$ cat config.mk
export PLATFORM = sky130hd
export DESIGN_NAME = bounded_array_list_unit_flat
export DESIGN_NICKNAME = d
export VERILOG_FILES = /design/src/rtl/core/bal_pkg.sv /design/src/rtl/core/bal_if.sv /design/src/rtl/core/bounded_array_list_unit.sv /design/src/rtl/core/bal_cell.sv /design/src/flat_wrapper.sv
export SDC_FILE = /design/constraint.sdc
export NUM_CORES = 1
export LEC_CHECK = 0
export BUFFER_PORTS_ARGS = -buffer_cell sky130_fd_sc_hd__buf_4
export CAP_MARGIN = 20
export CORE_ASPECT_RATIO = 1.25
export CORE_UTILIZATION = 45
export CTS_BUF_LIST = sky130_fd_sc_hd__clkbuf_4
export DETAILED_ROUTE_END_ITERATION = 8
export PLACE_DENSITY = 0.71
export REMOVE_ABC_BUFFERS = 1
export SYNTH_ARGS = -nofsm -noshare
export SYNTH_HDL_FRONTEND = slang
export SYNTH_SLANG_ARGS = --single-unit
$ cat constraint.sdc
create_clock -name clk_i -period 8.9 [get_ports clk_i]
set_input_delay 0.445 -clock clk_i [delete_from_list [all_inputs] [get_ports clk_i]]
set_output_delay 0.445 -clock clk_i [all_outputs]
set_load 0.01 [all_outputs]
$ cat src/rtl/core/bal_pkg.sv
// Package for the bounded array list: sizes, operation and status codes,
// and the per-cell control struct. No dependencies.
package bal_pkg;

  localparam int unsigned CAPACITY = 16;
  localparam int unsigned ADDR_W   = (CAPACITY > 1) ? $clog2(CAPACITY) : 1;
  localparam int unsigned CNT_W    = $clog2(CAPACITY + 1);
  localparam int unsigned FUNC_W   = 3;
  localparam int unsigned INDEX_W  = 5;
  localparam int unsigned COUNT_W  = 5;
  localparam int unsigned STATUS_W = 2;
  localparam int unsigned DATA_W   = 32;
  // common width for comparing the count against an index
  localparam int unsigned CMP_W    = (CNT_W > INDEX_W) ? CNT_W : INDEX_W;

  typedef enum logic [FUNC_W-1:0] {
    FN_PUSH   = 3'd0,
    FN_POP    = 3'd1,
    FN_READ   = 3'd2,
    FN_WRITE  = 3'd3,
    FN_INSERT = 3'd4,
    FN_CLEAR  = 3'd5,
    FN_FRONT  = 3'd6,
    FN_BACK   = 3'd7
  } func_e;

  typedef enum logic [STATUS_W-1:0] {
    ST_OK    = 2'd0,
    ST_RANGE = 2'd1,
    ST_EMPTY = 2'd2,
    ST_FULL  = 2'd3
  } status_e;

  typedef struct packed {
    logic load;   // take the incoming word
    logic shift;  // take the word of the cell below
  } cell_ctrl_t;

endpackage

$ cat src/rtl/core/bal_if.sv
// Handshake channels of the bounded array list: operation items in,
// result items out. Depends on bal_pkg.
interface bal_in_if;
  logic                                  valid;
  logic                                  ready;
  logic [bal_pkg::FUNC_W-1:0]            func;
  logic [bal_pkg::INDEX_W-1:0]           index;
  logic signed [bal_pkg::DATA_W-1:0]     value;

  modport source (output valid, func, index, value, input ready);
  modport sink   (input valid, func, index, value, output ready);
endinterface

interface bal_out_if;
  logic                                  valid;
  logic                                  ready;
  logic signed [bal_pkg::DATA_W-1:0]     read_value;
  logic [bal_pkg::COUNT_W-1:0]           count;
  logic [bal_pkg::STATUS_W-1:0]          status;

  modport source (output valid, read_value, count, status, input ready);
  modport sink   (input valid, read_value, count, status, output ready);
endinterface

$ cat src/rtl/core/bounded_array_list_unit.sv
// Top level of the bounded array list: decode, element count, a chain of
// bal_cell storage cells and the result register. Depends on bal_pkg, bal_if, bal_cell.

// The list holds up to CAPACITY signed 32-bit words in a row of cells and
// takes one operation item per clock cycle, insert included: every cell
// loads, shifts from its lower neighbor or holds in the same cycle. The
// result is captured in the output register when the item is taken,
// and a new item is taken whenever that register is empty or being read.
// Elements are not cleared at reset; only the count and the output valid flag are.
module bounded_array_list_unit (
  input  logic       clk_i,
  input  logic       rst_ni,
  bal_in_if.sink     in_i,
  bal_out_if.source  out_o
);
  import bal_pkg::*;

  logic                     fire;
  func_e                    func;
  logic [CMP_W-1:0]         idx_ext;
  logic [CMP_W-1:0]         cnt_ext;
  logic                     is_full;
  logic                     is_empty;

  logic [CNT_W-1:0]         count_q;
  logic [CNT_W-1:0]         count_d;
  logic                     store_en;
  logic                     shift_en;
  logic [CMP_W-1:0]         store_pos;
  logic [ADDR_W-1:0]        rd_addr;
  logic                     rd_en;
  status_e                  status;

  logic signed [DATA_W-1:0] cell_data [CAPACITY];
  cell_ctrl_t               cell_ctrl [CAPACITY];

  logic                     out_valid_q;
  logic signed [DATA_W-1:0] read_value_q;
  logic signed [DATA_W-1:0] read_value_d;
  logic [COUNT_W-1:0]       count_out_q;
  status_e                  status_q;

  assign in_i.ready = !out_valid_q || out_o.ready;
  assign fire       = in_i.valid && in_i.ready;
  assign func       = func_e'(in_i.func);
  assign idx_ext    = CMP_W'(in_i.index);
  assign cnt_ext    = CMP_W'(count_q);
  assign is_full    = (cnt_ext == CMP_W'(CAPACITY));
  assign is_empty   = (count_q == '0);

  // operation decode
  always_comb begin
    count_d   = count_q;
    store_en  = 1'b0;
    shift_en  = 1'b0;
    store_pos = idx_ext;
    rd_en     = 1'b0;
    rd_addr   = in_i.index[ADDR_W-1:0];
    status    = ST_OK;
    unique case (func)
      FN_PUSH: begin
        store_pos = cnt_ext;
        if (is_full) begin
          status = ST_FULL;
        end else begin
          store_en = 1'b1;
          count_d  = count_q + 1'b1;
        end
      end
      FN_POP: begin
        if (is_empty) begin
          status = ST_EMPTY;
        end else begin
          count_d = count_q - 1'b1;
        end
      end
      FN_READ: begin
        if (idx_ext >= cnt_ext) begin
          status = ST_RANGE;
        end else begin
          rd_en = 1'b1;
        end
      end
      FN_WRITE: begin
        if (idx_ext >= cnt_ext) begin
          status = ST_RANGE;
        end else begin
          store_en = 1'b1;
        end
      end
      FN_INSERT: begin
        priority if (idx_ext > cnt_ext) begin
          status = ST_RANGE;
        end else if (is_full) begin
          status = ST_FULL;
        end else begin
          store_en = 1'b1;
          shift_en = 1'b1;
          count_d  = count_q + 1'b1;
        end
      end
      FN_CLEAR: begin
        count_d = '0;
      end
      FN_FRONT: begin
        rd_addr = '0;
        if (is_empty) begin
          status = ST_EMPTY;
        end else begin
          rd_en = 1'b1;
        end
      end
      FN_BACK: begin
        rd_addr = ADDR_W'(count_q - 1'b1);
        if (is_empty) begin
          status = ST_EMPTY;
        end else begin
          rd_en = 1'b1;
        end
      end
      default: begin
        status = ST_OK;
      end
    endcase
  end

  // chain of cells; cells above the insert point take their lower neighbor
  for (genvar j = 0; j < CAPACITY; j++) begin : g_cell
    localparam logic [CMP_W-1:0] POS = CMP_W'(j);
    logic signed [DATA_W-1:0] prev;

    if (j == 0) begin : g_first
      assign prev = in_i.value;
    end else begin : g_rest
      assign prev = cell_data[j-1];
    end

    always_comb begin
      cell_ctrl[j].load  = fire && store_en && (POS == store_pos);
      cell_ctrl[j].shift = fire && shift_en && (POS > idx_ext) && (POS <= cnt_ext);
    end

    bal_cell u_cell (
      .clk_i   (clk_i),
      .ctrl_i  (cell_ctrl[j]),
      .value_i (in_i.value),
      .prev_i  (prev),
      .data_o  (cell_data[j])
    );
  end

  assign read_value_d = rd_en ? cell_data[rd_addr] : '0;

  always_ff @(posedge clk_i or negedge rst_ni) begin
    if (!rst_ni) begin
      count_q     <= '0;
      out_valid_q <= 1'b0;
    end else begin
      if (fire) begin
        count_q <= count_d;
      end
      if (fire) begin
        out_valid_q <= 1'b1;
      end else if (out_o.ready) begin
        out_valid_q <= 1'b0;
      end
    end
  end

  always_ff @(posedge clk_i) begin
    if (fire) begin
      read_value_q <= read_value_d;
      count_out_q  <= COUNT_W'(CMP_W'(count_d));
      status_q     <= status;
    end
  end

  assign out_o.valid      = out_valid_q;
  assign out_o.read_value = read_value_q;
  assign out_o.count      = count_out_q;
  assign out_o.status     = status_q;

  a_count_bound: assert property (@(posedge clk_i) disable iff (!rst_ni)
    CMP_W'(count_q) <= CMP_W'(CAPACITY))
    else $error("element count above capacity");

  a_push_grows: assert property (@(posedge clk_i) disable iff (!rst_ni)
    (fire && func == FN_PUSH && !is_full) |=> (count_q == $past(count_q) + 1'b1))
    else $error("accepted push did not grow the count");

  a_clear_empties: assert property (@(posedge clk_i) disable iff (!rst_ni)
    (fire && func == FN_CLEAR) |=> (count_q == '0))
    else $error("clear left elements counted");

  a_result_follows: assert property (@(posedge clk_i) disable iff (!rst_ni)
    fire |=> (out_valid_q && CMP_W'(out_o.count) == CMP_W'(COUNT_W'(CMP_W'(count_q)))))
    else $error("result missing or count mismatch after accepted item");

endmodule

$ cat src/rtl/core/bal_cell.sv
// One storage cell of the list chain: holds one element, loads a new word
// or takes its lower neighbor's word on insert. Depends on bal_pkg.
module bal_cell (
  input  logic                              clk_i,
  input  bal_pkg::cell_ctrl_t               ctrl_i,
  input  logic signed [bal_pkg::DATA_W-1:0] value_i,
  input  logic signed [bal_pkg::DATA_W-1:0] prev_i,
  output logic signed [bal_pkg::DATA_W-1:0] data_o
);
  import bal_pkg::*;

  logic signed [DATA_W-1:0] data_q;
  logic signed [DATA_W-1:0] data_d;

  always_comb begin
    priority if (ctrl_i.load) begin
      data_d = value_i;
    end else if (ctrl_i.shift) begin
      data_d = prev_i;
    end else begin
      data_d = data_q;
    end
  end

  always_ff @(posedge clk_i) begin
    data_q <= data_d;
  end

  assign data_o = data_q;

endmodule

$ cat src/flat_wrapper.sv
// flat-port wrapper written by rule: the top's interface ports become plain ports
module bounded_array_list_unit_flat import bal_pkg::*;
  (clk_i, rst_ni, in_i_valid, in_i_func, in_i_index, in_i_value, in_i_ready, out_o_valid, out_o_read_value, out_o_count, out_o_status, out_o_ready);
  bal_in_if in_i_i ();
  bal_out_if out_o_i ();
  input  logic clk_i;
  input  logic rst_ni;
  input wire logic [$bits(in_i_i.valid)-1:0] in_i_valid;
  input wire logic [$bits(in_i_i.func)-1:0] in_i_func;
  input wire logic [$bits(in_i_i.index)-1:0] in_i_index;
  input wire logic [$bits(in_i_i.value)-1:0] in_i_value;
  output wire logic [$bits(in_i_i.ready)-1:0] in_i_ready;
  output wire logic [$bits(out_o_i.valid)-1:0] out_o_valid;
  output wire logic [$bits(out_o_i.read_value)-1:0] out_o_read_value;
  output wire logic [$bits(out_o_i.count)-1:0] out_o_count;
  output wire logic [$bits(out_o_i.status)-1:0] out_o_status;
  input wire logic [$bits(out_o_i.ready)-1:0] out_o_ready;
  assign in_i_i.valid = in_i_valid;
  assign in_i_i.func = in_i_func;
  assign in_i_i.index = in_i_index;
  assign in_i_i.value = in_i_value;
  assign in_i_ready = in_i_i.ready;
  assign out_o_valid = out_o_i.valid;
  assign out_o_read_value = out_o_i.read_value;
  assign out_o_count = out_o_i.count;
  assign out_o_status = out_o_i.status;
  assign out_o_i.ready = out_o_ready;
  bounded_array_list_unit u_core (.clk_i(clk_i), .rst_ni(rst_ni), .in_i(in_i_i), .out_o(out_o_i));
endmodule
==> results of run 1 <==
==> cell usage after synthesis, types with 3 or more instances <==
master    count  area [um^2]
a211oi_1      3         22.5
a21o_1        3         22.5
a21oi_1      10         50.1
a22oi_1      32          240
a31o_2        3         26.3
a31oi_1       6         37.5
and2_1        4         25.0
buf_1         7         26.3
buf_2        51          255
buf_4         6         45.0
buf_6        25          282
clkbuf_1     74          278
dfrtp_1       6          150
edfxtp_1    551        16500
ha_1         10          125
inv_1         9         33.8
mux2_1      119         1340
mux2_2      130         1460
mux2_4      232         3480
mux4_2       64         1440
nand2_1     356         1340
nand2b_1      6         37.5
nand3_1      74          370
nand3_2       7         70.1
nand3b_1      3         22.5
nor2_1       21         78.8
nor3_1        7         35.0
nor3_4        7          114
o21a_1        4         30.0
o21ai_0      91          455
o21ai_1       5         25.0
o21bai_1      6         45.0
o221ai_1     33          289
o22ai_1      10         62.6
o31ai_1       5         37.5
==> per-stage QoR <==
stage | worst slack (ns) | total power, W | util, % | setup TNS [ns]
global placement | 4.26 | 0.00382 | 47.5 | 0
detailed placement | 4.10 | 0.00383 | 47.5 | 0
floorplan | -3.73 | 0.00361 | - | -119.40
finish | 3.97 | 0.00599 | 50.9 | 0
global route | 3.70 | 0.00623 | 50.9 | 0
CTS | 4.06 | 0.00604 | 50.9 | 0
==> cell families (layout without fill, tap and decap cells) <==
family / after synthesis / after routing / synth area share (%)
flops: 557 / 557 / 57.0
mux: 546 / 546 / 26.4
simple gates: 508 / 508 / 7.80
compound gates: 226 / 226 / 5.18
buf+inv: 173 / 407 / 3.15
fa+ha+maj: 10 / 10 / 0.427
xor+xnor: 1 / 1 / 0.0299
other cells: 0 / 3 / 0
==> cell type report <==
cell class	instances	area [um^2]	area share (%)
Multi-Input combinational cell	1291	11900	36.2
Antenna cell	3	7.51	0.0229
Tap cell	848	1060	3.24
Timing Repair Buffer	162	1350	4.13
Clock buffer	202	1520	4.62
Clock inverter	33	240	0.733
Inverter	10	37.5	0.114
Sequential cell	557	16700	50.9
==> flip-flops by register name, summed over array words and instances (netlist names) <==
register and count:
u_core.cnt_ext 5, u_core.out_o.valid 1, u_core.out_o.read_value 32, u_core.g_cell.u_cell.data_o 512, u_core.out_o.status 2, u_core.out_o.count 5
==> worst max-delay path by stage <==
stage | slack (ns) | endpoint | cells after the start | from
after floorplan | -3.73 | u_core.out_o.read_value[30] | 5 | in_i_func[2]
after global placement | 4.26 | u_core.g_cell[4].u_cell.data_o[17] | 10 | u_core.cnt_ext[2]
after detailed placement | 4.10 | u_core.g_cell[4].u_cell.data_o[2] | 10 | u_core.cnt_ext[2]
after CTS | 4.06 | u_core.g_cell[4].u_cell.data_o[30] | 10 | u_core.cnt_ext[2]
after global routing | 3.70 | u_core.g_cell[4].u_cell.data_o[30] | 10 | u_core.cnt_ext[2]
final | 3.97 | u_core.g_cell[4].u_cell.data_o[28] | 10 | u_core.cnt_ext[2]
==> routing by layer <==
metal	wire, um	track usage [%]
met5	13	0
met2	38700	39.5
met4	2160	8.20
met3	5250	4.84
met1	31300	29.9
==> repair_timing <==
item,CTS,global route
buffers inserted,0,0
hold buffers,40,0
endpoints found under the hold margin,532,0
==> cell usage in the layout, fill, tap and decap left out, drive strengths merged, types with 3 or more instances in the layout <==
cell         Yosys  layout
buf             89     122
mux4            64      64
nor3            15      15
nand3b           3       3
dlygate4sd3      0      40
o221ai          33      33
o31ai            5       5
a31oi            7       7
nand2b           6       6
o22ai           10      10
a21oi           12      12
nand3           81      81
o21bai           6       6
ha              10      10
clkinv           1      21
nor2            21      21
nand2          358     358
mux2           481     481
or3              3       3
inv              9      16
o21ai           96      96
a22oi           33      33
clkbuf          74     202
nand4            3       3
a21o             3       3
bufinv           0       4
a31o             3       3
dfrtp            6       6
a211oi           4       4
o21a             4       4
or2              3       3
edfxtp         551     551
diode            0       3
nor3b            3       3
and2             4       4
==> where the power goes <==
group | switching, W | leakage, nW | internal [W]
logic | 0.000527 | 5.79 | 0.000297
registers | 0.0000564 | 5.06 | 0.00291
clock network | 0.00105 | 1.05 | 0.00115
==> critical path: cells and delay by family, from the launching register on <==
family / cells / cell delay (ns)
flip-flops: 1 / 0.77
AND/OR/NAND/NOR: 2 / 0.75
AO/OA/AOI/OAI: 4 / 1.17
adder cells (fa/ha/maj): 1 / 0.41
buffers and inverters: 3 / 1.38
==> impl_results.md, run 1 <==
- Type of destination of the critical path: flip-flop
- Crit path max fanout: 32
- Crit path time final: around 5 ns
- Area after DPL: between 30,000 and 40,000 um^2
- Max Slew Vio Count: 0
- Worst hold path cell count: 4
- Clk root buf: clkbuf_4
- CP dominant cell by count: buf_4
- Hold Vio Cnt, Final: 0
- Die W: 230 um
- Flop2flop setup slack: 3.97 ns
- Clock skew: 0.0673 ns
- Sequential cell area fraction in the yosys report: 57.0%
- Final-layout fill cell count: 5,398
- Critical path data arrival time: around 5.5 ns
- Wire length per cell: ~25 um
- PwrDens: 183 nW/um^2
- Hold Path Class: in2reg
- Async SR Flop Fraction: between 1 and 1.5%
- Placed Cells: 2,827
- Drt first pass iters: 5
- Inserted Clock Buffers: 143
- Endpoints failing setup: 0
- Io pins: 85
- Fmax: 203 MHz
- First-pass GRT wire length: 117,000 um
- WS Path Type: reg2reg
- Routed WL: 77,400 um
- Worst VDD drop: 0.000141 V
- Initial Util: 45.5%
- CP Launch Type: flip-flop
- CORE AREA: 64,400 um^2
- Leak pwr: 11.9 nW
- Slew headroom: 26.0%
- DR iter-0 viols: 1,698
- Yosys Warn Count: 0
- Vias in the first global route: 19,000
- Dpl hpwl: 43,800 um
- DR vias: 18,500
- Die H: 287 um
- Number of synthesized register bits: 557
- CP max-delay cell: dfrtp_1
- Clock-pin slew on the worst setup and hold paths: 0.07 ns
- Worst Hold Launch: in_i_func[0]
- Clk_lat worst skew: 1.01 ns
- Row cnt: 104
- CP max stage delay: 0.77 ns
- Final antenna-violating net count: 0
- Overall routing resource usage: 23.4%
- Period utilisation layout: 55.3%
- Outcome: finished, final reports clean
- WP data required: approximately 9.5 ns
- DRC: 0
- Die area: 66,100 um^2
- Worst r2r dst: u_core.g_cell[4].u_cell.data_o[28]
- Clock Path Buffers: 3
- Final instance area: 32,800 um^2
- Crit path cell chain: clkinv_1 > ha_1 > nor2_1 > a211o_1 > a21oi_2 > o21bai_1 > nand3_2 > buf_4 > o21ai_4 > buf_4
- Hold Slack: 0.0944 ns
- RR Startpoint: u_core.cnt_ext[2]
- Post-cts sizing count: 0
- Number of flops mapped to enable cells by yosys: 551
- CTS H-tree depth: 4
- Layout cells sized above 1: 36.3%
- Largest net degree at the start of global routing: 193
- Reg2reg path depth: 10
- Area delta synth->final: 11.9%
- Routability cong.: 0.861
- Layout Nets: 2,219
- Number of buffers added on ports: 84
- RSZ-0062 raised after global routing: false
- Yosys cell types: 65
- Syn Area/Cell: about 14 um^2
- Cell Area, Synth: approximately 29,000 um^2
- MaxCap Viol Count: 0
- Gate Count Post-Synth: 2,021
- GRT Residual Overflow: 0
- Via/cell ratio: 5.95
- Top FF cell, synth: edfxtp_1
- Hold path endpoint: u_core.cnt_ext[4]
- Antenna violations before repair: 4
- Worst slew pin tran: ~1.1 ns
- Finished Layout Cells: 3,106
- CTS tree: done
- Clk sinks: about 560
(Power assumes the default switching activity.)
==> run 2: changes to the inputs <==
--- a/config.mk
+++ b/config.mk
@@ -11,7 +11,7 @@
 export CORE_UTILIZATION = 45
 export CTS_BUF_LIST = sky130_fd_sc_hd__clkbuf_4
 export DETAILED_ROUTE_END_ITERATION = 8
-export PLACE_DENSITY = 0.71
+export PLACE_DENSITY = 0.73
 export REMOVE_ABC_BUFFERS = 1
 export SYNTH_ARGS = -nofsm -noshare
 export SYNTH_HDL_FRONTEND = slang
==> constraint.sdc (replaced) <==
create_clock -name clk_i -period 4.5 [get_ports clk_i]
set_input_delay 0.225 -clock clk_i [delete_from_list [all_inputs] [get_ports clk_i]]
set_output_delay 0.225 -clock clk_i [all_outputs]
set_load 0.01 [all_outputs]
==> impl_results.md, run 2 (same netlist as run 1, synthesis figures left out) <==
- Outcome: finished, final reports clean
- Worst path bufs/invs: 3 (unchanged)
- Hold path endpoint: u_core.g_cell[6].u_cell.data_o[9]
- Most common cell after layout, fill and taps aside: edfxtp_1
- Routability cong.: 0.878 (+1.9%)
- Vias in the first global route: 19,500 (+2.8%)
- Drt first pass iters: 6 (+1)
- Slew headroom: 27.2% (+1.3 points)
- Crit path time final: 4.15 ns (-0.780 ns)
- Antenna violations before repair: 3 (-1)
- Type of destination of the critical path: flip-flop
- CP max stage delay: 0.75 ns (-0.02 ns)
- Layout Nets: 2,252 (+1.5%)
- Final antenna-violating net count: 0 (unchanged)
- Die area: 66,100 um^2 (unchanged)
- Worst r2r dst: u_core.g_cell[1].u_cell.data_o[12]
- Clock Path Buffers: 3 (unchanged)
- Via/cell ratio: 5.99 (+0.77%)
- Row cnt: 104 (unchanged)
- RR Startpoint: u_core.cnt_ext[1]
- DR iter-0 viols: 1,948 (+15%)
- Max Slew Vio Count: 0 (unchanged)
- Hold Vio Cnt, Final: 0 (unchanged)
- Flop2flop setup slack: 0.35 ns (-3.62 ns)
- PwrDens: 354 nW/um^2 (+94%)
- DR vias: 18,800 (+2.0%)
- Clk sinks: 557 (unchanged)
- Post-cts sizing count: 0 (unchanged)
- Crit path max fanout: 21 (-34%)
- CP Launch Type: flip-flop
- Clock skew: 0.0487 ns (-0.0185 ns)
- Worst Hold Launch: in_i_index[2]
- Area after DPL: 31,100 um^2 (+1.6%)
- FF/Latch Area: 16,700 um^2 (unchanged)
- Fmax: 241 MHz (+19%)
- CTS tree: done
- Io pins: 85 (unchanged)
- Overall routing resource usage: 24.1% (+0.72 points)
- CTS H-tree depth: 4 (unchanged)
- Dpl hpwl: 48,400 um (+11%)
- Crit path from: u_core.cnt_ext[1]
- Endpoints failing setup: 0 (unchanged)
- Layout cells sized above 1: 36.9% (+0.60 points)
- Clk_lat worst skew: 0.90 ns (-0.11 ns)
- RSZ-0062 raised after global routing: false
- Period utilisation layout: 92.1% (+37 points)
- Clk root buf: clkbuf_4
- Multi-input combinational cell area: 11,900 um^2 (unchanged)
- Final instance area: 33,200 um^2 (+1.3%)
- WS Path Type: reg2reg
- Crit path cell chain: inv_1 > ha_1 > and3_1 > a41o_1 > a21oi_2 > o21bai_1 > nand3_2 > buf_12 > o21ai_4 > buf_4
- Die H: 287 um (unchanged)
- Worst hold path cell count: 4 (unchanged)
- Routed WL: 79,900 um (+3.3%)
- Family with the most delay on the worst path: compound AO/OA/AOI/OAI gates
- Leak pwr: 12.1 nW (+1.9%)
- Flip-flop count of the largest register after layout: 512 (unchanged)
- MaxCap Viol Count: 0 (unchanged)
- Postcts setup bufs: 0 (unchanged)
- First-pass GRT wire length: 121,000 um (+3.3%)
- Hold Path Class: in2reg
- Area delta synth->final: 13.4%
- Die W: 230 um (unchanged)
- Inserted Clock Buffers: 138 (-3.5%)
- DRC: 0 (unchanged)
- Final-layout fill cell count: 5,301 (-1.8%)
- Clock-pin slew on the worst setup and hold paths: 0.07 ns (about the same)
- Critical path data arrival time: 4.69 ns (-0.82 ns)
- GRT Residual Overflow: 0 (unchanged)
- CP max-delay cell: o21bai_1
- Worst slew pin tran: 1.09 ns (-0.0191 ns)
- Number of buffers added on ports: 84 (unchanged)
- Worst VDD drop: 0.000232 V (+64%)
- Most frequent cells in the layout: edfxtp_1, nand2_1, mux2_4, clkbuf_4, buf_4
- Largest net degree at the start of global routing: 85 (-56%)
- Finished Core Util: 51.6% (+0.66 points)
- WP data required: 5.04 ns (-4.45 ns)
- CORE AREA: 64,400 um^2 (unchanged)
- Reg2reg path depth: 10 (unchanged)
- Wire length per cell: 25.4 um (+2.0%)
- Initial Util: 45.5% (unchanged)
[run 2: worst max path at each step]
stage,end,slack (ns),cells after the start
4_1_cts,u_core.g_cell[3].u_cell.data_o[23],0.38,9
5_1_grt,u_core.g_cell[3].u_cell.data_o[23],0.19,9
6_report,u_core.g_cell[1].u_cell.data_o[12],0.35,10
3_5_place_dp,u_core.g_cell[3].u_cell.data_o[23],0.42,9
2_1_floorplan,u_core.out_o.read_value[30],-7.91,5
3_3_place_gp,u_core.g_cell[3].u_cell.data_o[25],0.48,9
[run 2: area by class of cell]
cell class                 instances  area share (%)
clock buffer                     201            4.54
inverter                          10           0.113
clock inverter                    35           0.493
timing repair buffer             200            5.61
antenna                            2          0.0151
multi-input combinational       1291            35.8
tap                              848            3.19
sequential                       557            50.3
[run 2: report_power, final]
group | internal (W) | leakage (nW) | switching [W] | total (W)
sequential | 0.00576 | 5.06 | 0.0000605 | 0.00582
combinational | 0.000649 | 6.06 | 0.00113 | 0.00178
clock | 0.00210 | 1.01 | 0.00205 | 0.00415
total | 0.00851 | 12.1 | 0.00325 | 0.0118
[run 2: through the flow]
stage	hold WS, ns	std cells	power (W)	setup slack (ns)	setup TNS (ns)
2_1_floorplan	-0.0706	1858	0.00713	-7.91	-391.87
5_1_grt	0.114	3143	0.0122	0.188	0
3_3_place_gp	0.0453	2862	0.00765	0.476	0
4_1_cts	0.0700	3141	0.0118	0.378	0
6_report	0.155	3144	0.0118	0.354	0
3_5_place_dp	0.0427	2863	0.00766	0.416	0
[run 2: per-layer routing]
layer / global-route usage (%) / up-vias / wire [um]
met2: 40.8 / 879 / 40300
li1: - / 8191 / -
met3: 4.78 / 190 / 5750
met5: 0 / - / 23
met4: 10.2 / 4 / 2660
met1: 30.1 / 9580 / 31200
[run 2: worst reg2reg max path, cell delays in order, from the launching register on]
cell and delay (ns):
dfrtp_1 0.57, inv_1 0.12, ha_1 0.31, and3_1 0.19
a41o_1 0.23, a21oi_2 0.09, o21bai_1 0.75, nand3_2 0.69
buf_12 0.39, o21ai_4 0.09, buf_4 0.34
[run 2: timing repair]
| item | CTS | global route |
|---|---|---|
| hold buffers | 42 | 0 |
| endpoints found under the hold margin | 550 | 0 |
| endpoints found under the setup margin | 0 | 0 |
==> run 3: changes to the inputs <==
--- a/config.mk
+++ b/config.mk
@@ -6,8 +6,8 @@
 export NUM_CORES = 1
 export LEC_CHECK = 0
 export BUFFER_PORTS_ARGS = -buffer_cell sky130_fd_sc_hd__buf_4
-export CAP_MARGIN = 20
 export CORE_ASPECT_RATIO = 1.25
+export CORE_MARGIN = 10
 export CORE_UTILIZATION = 45
 export CTS_BUF_LIST = sky130_fd_sc_hd__clkbuf_4
 export DETAILED_ROUTE_END_ITERATION = 8
==> impl_results.md, run 3 (same netlist as run 1, synthesis figures left out) <==
- Leak pwr: 12.1 nW (about the same)
- Area delta synth->final: 13.3%
- Clk sinks: 557 (unchanged)
- Outcome: finished, final reports clean
- Endpoints failing setup: 0 (unchanged)
- Antenna violations before repair: 4 (+1)
- First-pass GRT wire length: 121,000 um (+0.35%)
- Routed WL: 80,200 um (+0.39%)
- GR met1 Demand/Resource: 26.4% (-3.7 points)
- Worst slew pin tran: 1.05 ns (-0.0453 ns)
- Reg2reg path depth: 10 (unchanged)
- Type of destination of the critical path: flip-flop
- Clk root buf: clkbuf_4
- TNS Setup: 0 ns (unchanged)
- Net switching power: 0.00323 W (-0.70%)
- Flip-flop count of the largest register after layout: 512 (unchanged)
- Crit path max fanout: 22 (+4.8%)
- Overall routing resource usage: 21.0% (-3.1 points)
- Met2 Use GR: 34.5% (-6.3 points)
- Worst r2r dst: u_core.g_cell[5].u_cell.data_o[16]
- PwrDens: 354 nW/um^2 (about the same)
- Largest net degree at the start of global routing: 97 (+14%)
- Drt first pass iters: 6 (unchanged)
- Final antenna-violating net count: 0 (unchanged)
- RSZ-0062 raised after global routing: false
- Vias in the first global route: 19,600 (+0.18%)
- Grt peak-use layer: met2
- Switching part of the total: 27.5% (-0.14 points)
- Row cnt: 104 (unchanged)
- Fmax: 244 MHz (+1.1%)
- Layout cells sized above 1: 36.9% (about the same)
- DR vias: 18,900 (+0.41%)
- Critical path data arrival time: 4.70 ns (about the same)
- Dpl hpwl: 49,200 um (+1.7%)
- Die area: 75,800 um^2 (+15%)
- WP data required: 5.10 ns (+0.06 ns)
- Clock-pin slew on the worst setup and hold paths: 0.07 ns (about the same)
- Routability cong.: 0.848 (-3.5%)
- Clock skew: 0.0584 ns (+0.00970 ns)
- Hold Slack: 0.125 ns (-0.0292 ns)
- Clk network pwr share: 35.6% (+0.3 points)
- Internal power: 0.00851 W (about the same)
- Crit path from: u_core.cnt_ext[0]
- Crit path to: u_core.g_cell[5].u_cell.data_o[16]
- WS Path Type: reg2reg
- CORE AREA: 64,400 um^2 (unchanged)
- Die W: 248 um (+7.8%)
- Io pins: 85 (unchanged)
- CP Launch Type: flip-flop
- Crit path time final: 4.10 ns (-0.0440 ns)
- Inserted Clock Buffers: 139 (+0.72%)
- Finished Core Util: 51.5% (-0.052 points)
- Clk_lat worst skew: 0.97 ns (+0.07 ns)
- Number of buffers added on ports: 84 (unchanged)
- Flop2flop setup slack: 0.40 ns (+0.04 ns)
- Comb pwr share: 14.7% (-0.5 points)
- CTS tree: done
- Die H: 305 um (+6.3%)
- MaxCap Viol Count: 0 (unchanged)
- Worst VDD drop: 0.000256 V (+10%)
- Wire length per cell: 25.4 um (about the same)
- Initial Util: 45.5% (unchanged)
- RR Startpoint: u_core.cnt_ext[0]
- DRC: 0 (unchanged)
- Hold Vio Cnt, Final: 0 (unchanged)
- DR iter-0 viols: 1,994 (+2.4%)
- Period utilisation layout: 91.1% (-0.98 points)
- Most common cell after layout, fill and taps aside: edfxtp_1
- Clock Path Buffers: 3 (unchanged)
- GRT Residual Overflow: 0 (unchanged)
- Max Slew Vio Count: 0 (unchanged)
- Via/cell ratio: 6.00 (about the same)
- Most frequent cells in the layout: edfxtp_1, nand2_1, mux2_4, clkbuf_4, buf_4
- Post-Place Worst Slack: 0.180 ns (-0.236 ns)
- Met3 usage: 4.78% (about the same)
- CTS H-tree depth: 4 (unchanged)
- Fin worst setup slack: 0.398 ns (+0.0440 ns)
- Layout Nets: 2,254 (+0.089%)
- Slew headroom: 30.1% (+2.8 points)
- Postcts setup bufs: 0 (unchanged)
- Hold Path Class: in2reg
- Register share of total power: 49.7% (+0.2 points)
- Pwr Total: 0.0117 W (-0.18%)
[run 3: cell types whose count changed in the layout (fill, tap and decap cells not counted), moves of 3 or more]
cell | previous run | this run
dlygate4sd3_1 | 42 | 47
clkinv_2 | 2 | 5
diode_2 | 2 | 8
inv_2 | 6 | 9
buf_4 | 138 | 141
buf_12 | 19 | 13
[run 3: final cells by class]
class / instances / area (um^2)
Timing Repair Buffer: 201 / 1790
Tap cell: 848 / 1060
Inverter: 10 / 37.5
Clock buffer: 202 / 1520
Multi-Input combinational cell: 1291 / 11900
Clock inverter: 39 / 179
Sequential cell: 557 / 16700
Fill cell: 5362 / 31200
Antenna cell: 8 / 20.0
[run 3: power by group through the flow]
stage	registers [W]	logic (W)	clock network (W)
2_1_floorplan	0.00597	0.00116	0
6_report	0.00583	0.00173	0.00417
5_1_grt	0.00584	0.00188	0.00454
3_5_place_dp	0.00595	0.00167	0
4_1_cts	0.00583	0.00172	0.00430
3_3_place_gp	0.00594	0.00166	0
[run 3: timing repair]
action                     CTS  global route
resized for setup            0             1
hold endpoints to repair   564             0
hold buffers                47             0
setup endpoints to repair    0           125
[run 3: worst min-delay path by stage]
stage	from	endpoint	slack, ns	depth (start not counted)
detailed placement	rst_ni	u_core.out_o.valid	0.05	1
global route	in_i_index[4]	u_core.g_cell[11].u_cell.data_o[17]	0.05	4
global placement	rst_ni	u_core.out_o.valid	0.05	1
floorplan	rst_ni	u_core.cnt_ext[0]	-0.07	0
finish	in_i_value[26]	u_core.g_cell[0].u_cell.data_o[26]	0.13	2
CTS	in_i_index[4]	u_core.out_o.status[0]	0.002	6
[run 3: per-stage QoR]
stage / cell area [um^2] / std cells
after global routing: 33200 / 3155
after CTS: 33200 / 3148
after global placement: 31000 / 2860
after floorplan: 28400 / 1858
after detailed placement: 31000 / 2860
final: 33200 / 3156
[run 3: critical path: stages, from the launching register on]
cell	delay [ns]
dfrtp_1	0.69
inv_1	0.31
ha_1	0.37
nand2_1	0.13
nor3_2	0.08
nor3_1	0.42
nand3b_1	0.13
buf_4	0.24
nor2_1	0.15
a31o_2	0.79
buf_4	0.42
[run 3: routing by layer]
| metal | wire [um] | part of all wire, % |
|---|---|---|
| met1 | 32100 | 40 |
| met3 | 5980 | 7.5 |
| met4 | 1950 | 2.4 |
| met5 | 7 | 0.0087 |
| met2 | 40200 | 50 |
